--- config.mk ---
export PLATFORM = sky130hd
export DESIGN_NAME = multi_channel_task_watchdog
export DESIGN_NICKNAME = d
export VERILOG_FILES = /design/src/sv/mctw_pkg.sv /design/src/sv/multi_channel_task_watchdog.sv
export SDC_FILE = /design/constraint.sdc
export NUM_CORES = 1
export LEC_CHECK = 0
export BUFFER_PORTS_ARGS = -buffer_cell sky130_fd_sc_hd__clkbuf_2
export CAP_MARGIN = 20
export CORE_ASPECT_RATIO = 1.2
export CORE_MARGIN = 3
export CORE_UTILIZATION = 39
export CTS_CLUSTER_DIAMETER = 120
export DETAILED_ROUTE_END_ITERATION = 8
export GPL_ROUTABILITY_DRIVEN = 0
export RECOVER_POWER = 25
export SLEW_MARGIN = 40
export SYNTH_ARGS = -nofsm -noshare
export SYNTH_HDL_FRONTEND = slang
export SYNTH_SLANG_ARGS = --single-unit
--- constraint.sdc ---
create_clock -name clk -period 13.5 [get_ports clk]
set_input_delay 1.35 -clock clk [delete_from_list [all_inputs] [get_ports clk]]
set_output_delay 1.35 -clock clk [all_outputs]
set_load 0.01 [all_outputs]
--- src/sv/mctw_pkg.sv ---
package mctw_pkg;

  localparam int OP_W      = 3;
  localparam int CH_W      = 3;
  localparam int LIMIT_W   = 31;
  localparam int STAMP_W   = 32;
  localparam int COUNT_W   = 16;
  localparam int CFG_W     = 16;

  localparam logic [OP_W-1:0] OP_REGISTER = 3'd0;
  localparam logic [OP_W-1:0] OP_START    = 3'd1;
  localparam logic [OP_W-1:0] OP_END      = 3'd2;
  localparam logic [OP_W-1:0] OP_RECOVER  = 3'd3;
  localparam logic [OP_W-1:0] OP_TICK     = 3'd4;

  localparam logic CAUSE_TIMEOUT = 1'b0;
  localparam logic CAUSE_RECOVER = 1'b1;

  localparam logic [CFG_W-1:0] PERIOD_RESET = 16'd1000;

  // One channel entry of the state memory.
  typedef struct packed {
    logic [STAMP_W-1:0] stamp;
    logic [LIMIT_W-1:0] limit;
    logic [COUNT_W-1:0] miss;
  } entry_t;

endpackage

--- src/sv/multi_channel_task_watchdog.sv ---
// Channel | Direction | Handshake              | Payload
// in      | input     | in_valid / in_ready    | op, channel, limit
// out     | output    | out_valid / out_ready  | recover_channel, overdue_count, cause, last
// cfg     | input     | cfg_we, no wait        | cfg_data (check period in ticks)
//
// Register, ignored ops and ticks without a check finish in the idle state.
// Start, end and recover also pass a read-modify-write state: one read of the
// channel memory, one write back. A tick that ends a check period walks the memory
// one channel a cycle while the result register does not stall.
// Reset is synchronous and holds in_ready low; it clears control state only.
// A recover item or a check walk waits on a full result register, in_ready low.
module multi_channel_task_watchdog #(
  parameter int NUM_CHANNELS = 8
) (
  input  logic                          clk,
  input  logic                          rst,
  input  logic                          in_valid,
  output logic                          in_ready,
  input  logic [mctw_pkg::OP_W-1:0]     op,
  input  logic [mctw_pkg::CH_W-1:0]     channel,
  input  logic [mctw_pkg::LIMIT_W-1:0]  limit,
  output logic                          out_valid,
  input  logic                          out_ready,
  output logic [mctw_pkg::CH_W-1:0]     recover_channel,
  output logic [mctw_pkg::COUNT_W-1:0]  overdue_count,
  output logic                          cause,
  output logic                          last,
  input  logic                          cfg_we,
  input  logic [mctw_pkg::CFG_W-1:0]    cfg_data
);

  localparam int IDX_W = (NUM_CHANNELS > 1) ? $clog2(NUM_CHANNELS) : 1;
  localparam int CHX_W = IDX_W + mctw_pkg::CH_W;

  localparam logic [1:0] ST_IDLE  = 2'd0;
  localparam logic [1:0] ST_RMW   = 2'd1;
  localparam logic [1:0] ST_SCAN  = 2'd2;
  localparam logic [1:0] ST_FLUSH = 2'd3;

  logic [1:0] state, state_next;

  logic [mctw_pkg::CFG_W-1:0]   period_cfg;
  logic [mctw_pkg::STAMP_W-1:0] clock_now, clock_now_next;
  logic [mctw_pkg::CFG_W-1:0]   interval_left, interval_left_next;
  logic [mctw_pkg::CFG_W-1:0]   period_left;

  logic [NUM_CHANNELS-1:0] enrolled, enrolled_next;
  logic [NUM_CHANNELS-1:0] busy, busy_next;

  mctw_pkg::entry_t mem [NUM_CHANNELS];
  mctw_pkg::entry_t rd_data;
  mctw_pkg::entry_t mem_wdata;
  logic             mem_we;
  logic [IDX_W-1:0] mem_waddr;
  logic [IDX_W-1:0] rd_addr;

  logic [mctw_pkg::OP_W-1:0] op_q;
  logic [IDX_W-1:0]          idx_q;
  logic [IDX_W-1:0]          scan_idx, scan_idx_next;

  logic [CHX_W-1:0] ch_wide;
  logic [IDX_W-1:0] in_idx;
  logic             in_range;

  // Held timeout result, sent once the next one (or the end of the walk) is known.
  logic                         pend_valid;
  logic [IDX_W-1:0]             pend_idx;
  logic [mctw_pkg::COUNT_W-1:0] pend_cnt;
  logic                         pend_load, pend_clear;

  logic                         out_load;
  logic [mctw_pkg::CH_W-1:0]    out_ch_d;
  logic [mctw_pkg::COUNT_W-1:0] out_cnt_d;
  logic                         out_cause_d, out_last_d;
  logic                         out_free;

  logic [mctw_pkg::STAMP_W-1:0] elapsed;
  logic [mctw_pkg::COUNT_W-1:0] miss_inc;
  logic                         scan_hit, scan_last, scan_stall;

  assign in_ready = (state == ST_IDLE) && !rst;
  assign out_free = !out_valid || out_ready;

  assign ch_wide  = {{IDX_W{1'b0}}, channel};
  assign in_range = (ch_wide < CHX_W'(NUM_CHANNELS));
  assign in_idx   = ch_wide[IDX_W-1:0];

  assign period_left = (interval_left != '0) ? interval_left :
                       (period_cfg != '0) ? period_cfg :
                       mctw_pkg::CFG_W'(1);

  assign elapsed   = clock_now - rd_data.stamp;
  assign miss_inc  = (rd_data.miss == '1) ? rd_data.miss : rd_data.miss + 1'b1;
  assign scan_hit  = enrolled[scan_idx] && busy[scan_idx] &&
                     (elapsed > {1'b0, rd_data.limit});
  assign scan_last = (scan_idx == IDX_W'(NUM_CHANNELS - 1));
  assign scan_stall = scan_hit && pend_valid && !out_free;

  always_comb begin
    state_next         = state;
    clock_now_next     = clock_now;
    interval_left_next = interval_left;
    enrolled_next      = enrolled;
    busy_next          = busy;
    scan_idx_next      = scan_idx;
    rd_addr            = scan_idx;
    mem_we             = 1'b0;
    mem_waddr          = idx_q;
    mem_wdata          = rd_data;
    pend_load          = 1'b0;
    pend_clear         = 1'b0;
    out_load           = 1'b0;
    out_ch_d           = mctw_pkg::CH_W'(pend_idx);
    out_cnt_d          = pend_cnt;
    out_cause_d        = mctw_pkg::CAUSE_TIMEOUT;
    out_last_d         = 1'b0;

    case (state)
      ST_IDLE: begin
        rd_addr = in_idx;
        if (in_valid && in_ready) begin
          case (op)
            mctw_pkg::OP_REGISTER: begin
              if (in_range && !enrolled[in_idx]) begin
                mem_we                = 1'b1;
                mem_waddr             = in_idx;
                mem_wdata.stamp       = clock_now;
                mem_wdata.limit       = limit;
                mem_wdata.miss        = '0;
                enrolled_next[in_idx] = 1'b1;
                busy_next[in_idx]     = 1'b0;
              end
            end
            mctw_pkg::OP_START, mctw_pkg::OP_END, mctw_pkg::OP_RECOVER: begin
              if (in_range && enrolled[in_idx]) begin
                state_next = ST_RMW;
              end
            end
            mctw_pkg::OP_TICK: begin
              clock_now_next     = clock_now + 1'b1;
              interval_left_next = period_left - 1'b1;
              if (period_left == mctw_pkg::CFG_W'(1)) begin
                rd_addr       = '0;
                scan_idx_next = '0;
                state_next    = ST_SCAN;
              end
            end
            default: begin
            end
          endcase
        end
      end
      ST_RMW: begin
        // keep the entry on the read port while the item waits
        rd_addr = idx_q;
        case (op_q)
          mctw_pkg::OP_START: begin
            mem_we           = 1'b1;
            mem_wdata.stamp  = clock_now;
            busy_next[idx_q] = 1'b1;
            state_next       = ST_IDLE;
          end
          mctw_pkg::OP_END: begin
            mem_we           = 1'b1;
            mem_wdata.miss   = '0;
            busy_next[idx_q] = 1'b0;
            state_next       = ST_IDLE;
          end
          mctw_pkg::OP_RECOVER: begin
            // hold until the result register can take the item
            if (out_free) begin
              mem_we         = 1'b1;
              mem_wdata.miss = '0;
              out_load       = 1'b1;
              out_ch_d       = mctw_pkg::CH_W'(idx_q);
              out_cnt_d      = '0;
              out_cause_d    = mctw_pkg::CAUSE_RECOVER;
              out_last_d     = 1'b1;
              state_next     = ST_IDLE;
            end
          end
          default: state_next = ST_IDLE;
        endcase
      end
      ST_SCAN: begin
        // read one entry ahead; re-read the current one while stalled or on the last entry
        rd_addr = (scan_stall || scan_last) ? scan_idx : scan_idx + 1'b1;
        if (!scan_stall) begin
          if (scan_hit) begin
            mem_we         = 1'b1;
            mem_waddr      = scan_idx;
            mem_wdata.miss = miss_inc;
            pend_load      = 1'b1;
            out_load       = pend_valid;
          end
          if (scan_last) begin
            state_next = ST_FLUSH;
          end else begin
            scan_idx_next = scan_idx + 1'b1;
          end
        end
      end
      ST_FLUSH: begin
        if (!pend_valid) begin
          state_next = ST_IDLE;
        end else if (out_free) begin
          out_load   = 1'b1;
          out_last_d = 1'b1;
          pend_clear = 1'b1;
          state_next = ST_IDLE;
        end
      end
      default: state_next = ST_IDLE;
    endcase
  end

  always_ff @(posedge clk) begin
    if (mem_we) begin
      mem[mem_waddr] <= mem_wdata;
    end
    rd_data <= mem[rd_addr];
  end

  always_ff @(posedge clk) begin
    if (rst) begin
      state         <= ST_IDLE;
      period_cfg    <= mctw_pkg::PERIOD_RESET;
      clock_now     <= '0;
      interval_left <= '0;
      enrolled      <= '0;
      busy          <= '0;
      pend_valid    <= 1'b0;
      out_valid     <= 1'b0;
    end else begin
      state         <= state_next;
      clock_now     <= clock_now_next;
      interval_left <= interval_left_next;
      enrolled      <= enrolled_next;
      busy          <= busy_next;
      if (cfg_we) begin
        period_cfg <= cfg_data;
      end
      if (pend_load) begin
        pend_valid <= 1'b1;
      end else if (pend_clear) begin
        pend_valid <= 1'b0;
      end
      if (out_load) begin
        out_valid <= 1'b1;
      end else if (out_ready) begin
        out_valid <= 1'b0;
      end
    end
  end

  always_ff @(posedge clk) begin
    scan_idx <= scan_idx_next;
    if (in_valid && in_ready) begin
      op_q  <= op;
      idx_q <= in_idx;
    end
    if (pend_load) begin
      pend_idx <= scan_idx;
      pend_cnt <= miss_inc;
    end
    if (out_load) begin
      recover_channel <= out_ch_d;
      overdue_count   <= out_cnt_d;
      cause           <= out_cause_d;
      last            <= out_last_d;
    end
  end

endmodule

==> results.txt <==
- CTS Hold Bufs: 0
- Clock root buffer: clkbuf_16
- Mux contribution to synthesized area: roughly 18%
- The detail route stage leaves a number of antenna-violating nets equal to 0.
- Compared with the post-synthesis result, the final layout area differs by 12.0%.
- Share of power burned in registers: around 51%
- After synthesis, the largest family of logic cells by area is multiplexers.
- At the end of the flow, the number of nets in the layout was 2,753.
- Worst-margin pin slew: between 3000 and 4000 ps
* Data required, critical path: about 14,000 ps
- Critical path class: flop to flop
- Measured along the y axis, the die boundary spans 343 um.
* Net count after synthesis: ~2,600
- Type of origin of the critical path: flop
* Number of standard-cell rows in the floorplan: roughly 120
- Number of buffers inserted during clock tree synthesis: 87
- IR Drop Worst-Case VDD: about 120 uV
- The die covers between 0.09 and 0.1 sq mm.
* Final Power: about 5.7 mW
- In the layout the commonest cells are 681 x edfxtp_1, 494 x mux2i_1, 163 x dfxtp_1, 118 x nor2_1, 114 x nand2_1.
* Syn avg cell area: about 15 sq um
- The total area inside the core boundary comes to around 0.094 sq mm.
- Setup total negative slack on the finished layout was measured at 0 ps.
* Die width: 287 um
* Clock-pin slew on the worst setup and hold paths: ~60 ps
- Detailed routing inserted a total of 20,800 vias.
- STA classifies the critical path endpoint as a flop.
* Design internal power: about 4.4 mW
* Clk sinks: roughly 840
- The placed instances occupy a cell area of 0.0385 sq mm.
* Simple-Gate Fraction of Synth Area: under 10%
- Adder-cell area share of the yosys netlist: 2.35%
- Total count of max-transition violations in the final report: 117
- Timing-limited maximum frequency: roughly 120 MHz
- Final setup violation count: 0
- Maximum fanout count along the critical path: 34
- Global-route wire length before repair: 127 mm
- Post-synthesis cell count: 2,521
- First-pass iteration count of the detailed router: 5
* Dpl hpwl: between 50 and 60 mm
* Antenna violations before repair: 8
- Crit share post-route: a little under two thirds
* Post-detailed-route via-to-cell ratio: about 5.3
- At the worst endpoint, the arrival time is 9120 ps.
* Seq/Total Area, Yosys: between 60 and 70%
* Power Dens Cells: between 100 and 150 mW/mm^2
* Final setup skew: ~32 ps
* Number of placed I/O pins: 81
- In the global route stage, overall resource usage came out at 16.8%.
- Final critical-path required period: between 8000 and 9000 ps
- Via count of the first global-routing pass: 21,500
- In this run the number of H-tree levels came out at 3.
- Total non-filler cell area in the finished layout: just over 0.04 sq mm
* Async set-reset flop share out of synthesis: 0%
- Count of input and output buffers: 80
* Share of total power in the clock network: between 40% and 50%
- Effective utilization at floorplan: 39.4%
- DRT Wirelength: ~83 mm
* Path category of the worst min-delay check: flop to flop
* PostCTS Resize Cnt: 0
* Mapped cell area: ~0.037 sq mm
* Post-CTS setup repair buffer count: 0
- The count of endpoints failing hold in the final timing report is 0.
- The synthesized netlist devotes about 5.3% of its cell area to compound gates.
* CTS tree: done
* Worst slew margin relative to its limit: -166%
* Clock insertion delay at the later pin of the skew report: around 660 ps
* Leakage power: ~16 nW
- The total overflow left after global routing is 0.
- Net switching is 22.4% of the power.
- Max Cap Violations: 2
- Number of synthesized register bits: 844
- The longest clock path from root to sink contains 3 buffers.
- Share of total power in combinational logic: under 10%
- XOR/XNOR share of the synthesized area: under 10%
* Violations in the final reports: max-capacitance violations, max-slew violations
* DRC violation total after the first TritonRoute iteration: approximately 1,300
- Detailed-route wire length per cell: approximately 21 um
- Synthesis instantiated between 90 and 100 different standard cells from the library.
- Fraction of layout cells with a size suffix above 1: between 10 and 15%
- Status: complete, but fails checks
- The library cell used most frequently in the layout, excluding fill and tap cells, is edfxtp_1.
- In the synthesized netlist the dominant register cell turns out to be edfxtp_1.
- For this run, design rule violations remaining after detail routing come to 0.
- Setup repair after global routing missed its margin: no
- Post-synth EDFFs: between 600 and 700
- Entering global routing, the biggest net connects 76 pins.
- Synthesis Warnings: 0
* Net switching power: ~1.3 mW
[registers in the layout, summed over array words and instances (netlist names), named ones only]
name	cells
interval_left	16
overdue_count	16
cause	1
state	2
recover_channel	3
enrolled	8
pend_idx	3
op_q	3
out_valid	1
idx_q	3
rd_data	79
last	1
mem	632
period_cfg	16
scan_idx	3
pend_cnt	16
clock_now	32
pend_valid	1
[synth_stat cells, drive strengths merged (7+ instances only)]
cell type	count	area [sq um]
nand4	20	125
nand3	39	200
o21ai	70	354
a31oi	8	50.1
buf	62	653
mux2i	494	4940
o21bai	8	60.1
clkbuf	40	180
and3	15	98.8
dfxtp	163	3260
and2	20	126
nand2	115	439
xnor2	38	333
nor3	24	120
nor2	120	458
inv	86	323
nand2b	9	56.3
a21oi	82	410
nor4	7	43.8
a21o	22	169
o22ai	8	50.1
a22o	12	105
ha	68	851
edfxtp	681	20400
mux2	142	1640
or3	12	75.1
a211oi	13	110
nor2b	11	71.3
xor2	26	228
o21a	11	82.6
[metal layers]
layer	vias to the layer above	track usage, %	routed length, um
met4	2	4.78	1850
met5	-	0	10
met3	133	2.98	3770
met1	10500	21.0	35300
li1	9755	-	-
met2	409	29.7	42400
[cell type report]
type | instances | area (sq um)
diodes | 4 | 10.0
flip-flops and latches | 844 | 23700
inverters | 87 | 327
well taps | 1250 | 1560
multi-input cells | 1484 | 12100
fillers | 8372 | 52500
clock buffers | 132 | 2570
repair buffers | 122 | 747
clock inverters | 32 | 354
[through the flow]
step,cells,setup WS (ps),util [%],hold WS (ps)
global placement,3785,5030,40.9,452
CTS,3951,4870,44.2,477
floorplan,2521,2210,-,441
global route,3951,4330,44.1,509
finish,3955,4900,44.1,477
detailed placement,3787,4860,41.0,469
[power groups by stage]
stage	registers (mW)	clock network (mW)	logic (mW)
after floorplan	2.94	0	0.308
after global placement	2.95	0	0.383
after detailed placement	2.95	0	0.397
after CTS	2.90	2.46	0.399
after global routing	2.90	2.57	0.433
final	2.90	2.39	0.392
[critical path, cell delays in order, from the launching register on]
cell      delay, ps
dfxtp_1         340
inv_1            80
ha_1            180
inv_1            70
fa_1            400
a21o_1          170
a21oi_1         260
o21ai_0         220
a211o_1         370
a41oi_1         220
nor2_1          120
o21ai_0         360
o21ai_0         290
a221o_1         460
a21oi_1         210
xnor2_1         140
ha_1            280
a21oi_1         140
o21ai_0         150
a2111o_1        420
o21ai_0         540
o31a_1          420
nor3_1          160
o211ai_4        670
buf_4           660
buf_4           670
mux2_2          410
[path summary, 6_finish.rpt]
check / slack [ps] / cells after the start / start / end
setup / recovery: 4900 / 26 / clock_now[0] / rd_data[47]
hold / removal: 480 / 2 / interval_left[0] / interval_left[0]
setup reg to reg: 4900 / 26 / clock_now[0] / rd_data[47]
hold reg to reg: 480 / 2 / interval_left[0] / interval_left[0]
[cell families (layout without fill, tap and decap cells)]
logic type | Yosys count | after routing
AO/OA/AOI/OAI | 292 | 292
flip-flops | 844 | 844
multiplexers | 637 | 637
XOR/XNOR | 64 | 64
other | 0 | 4
adder cells (fa/ha/maj) | 69 | 69
AND/OR/NAND/NOR | 422 | 422
buffers and inverters | 193 | 373
Note: power is estimated with default switching activity, not from simulation.
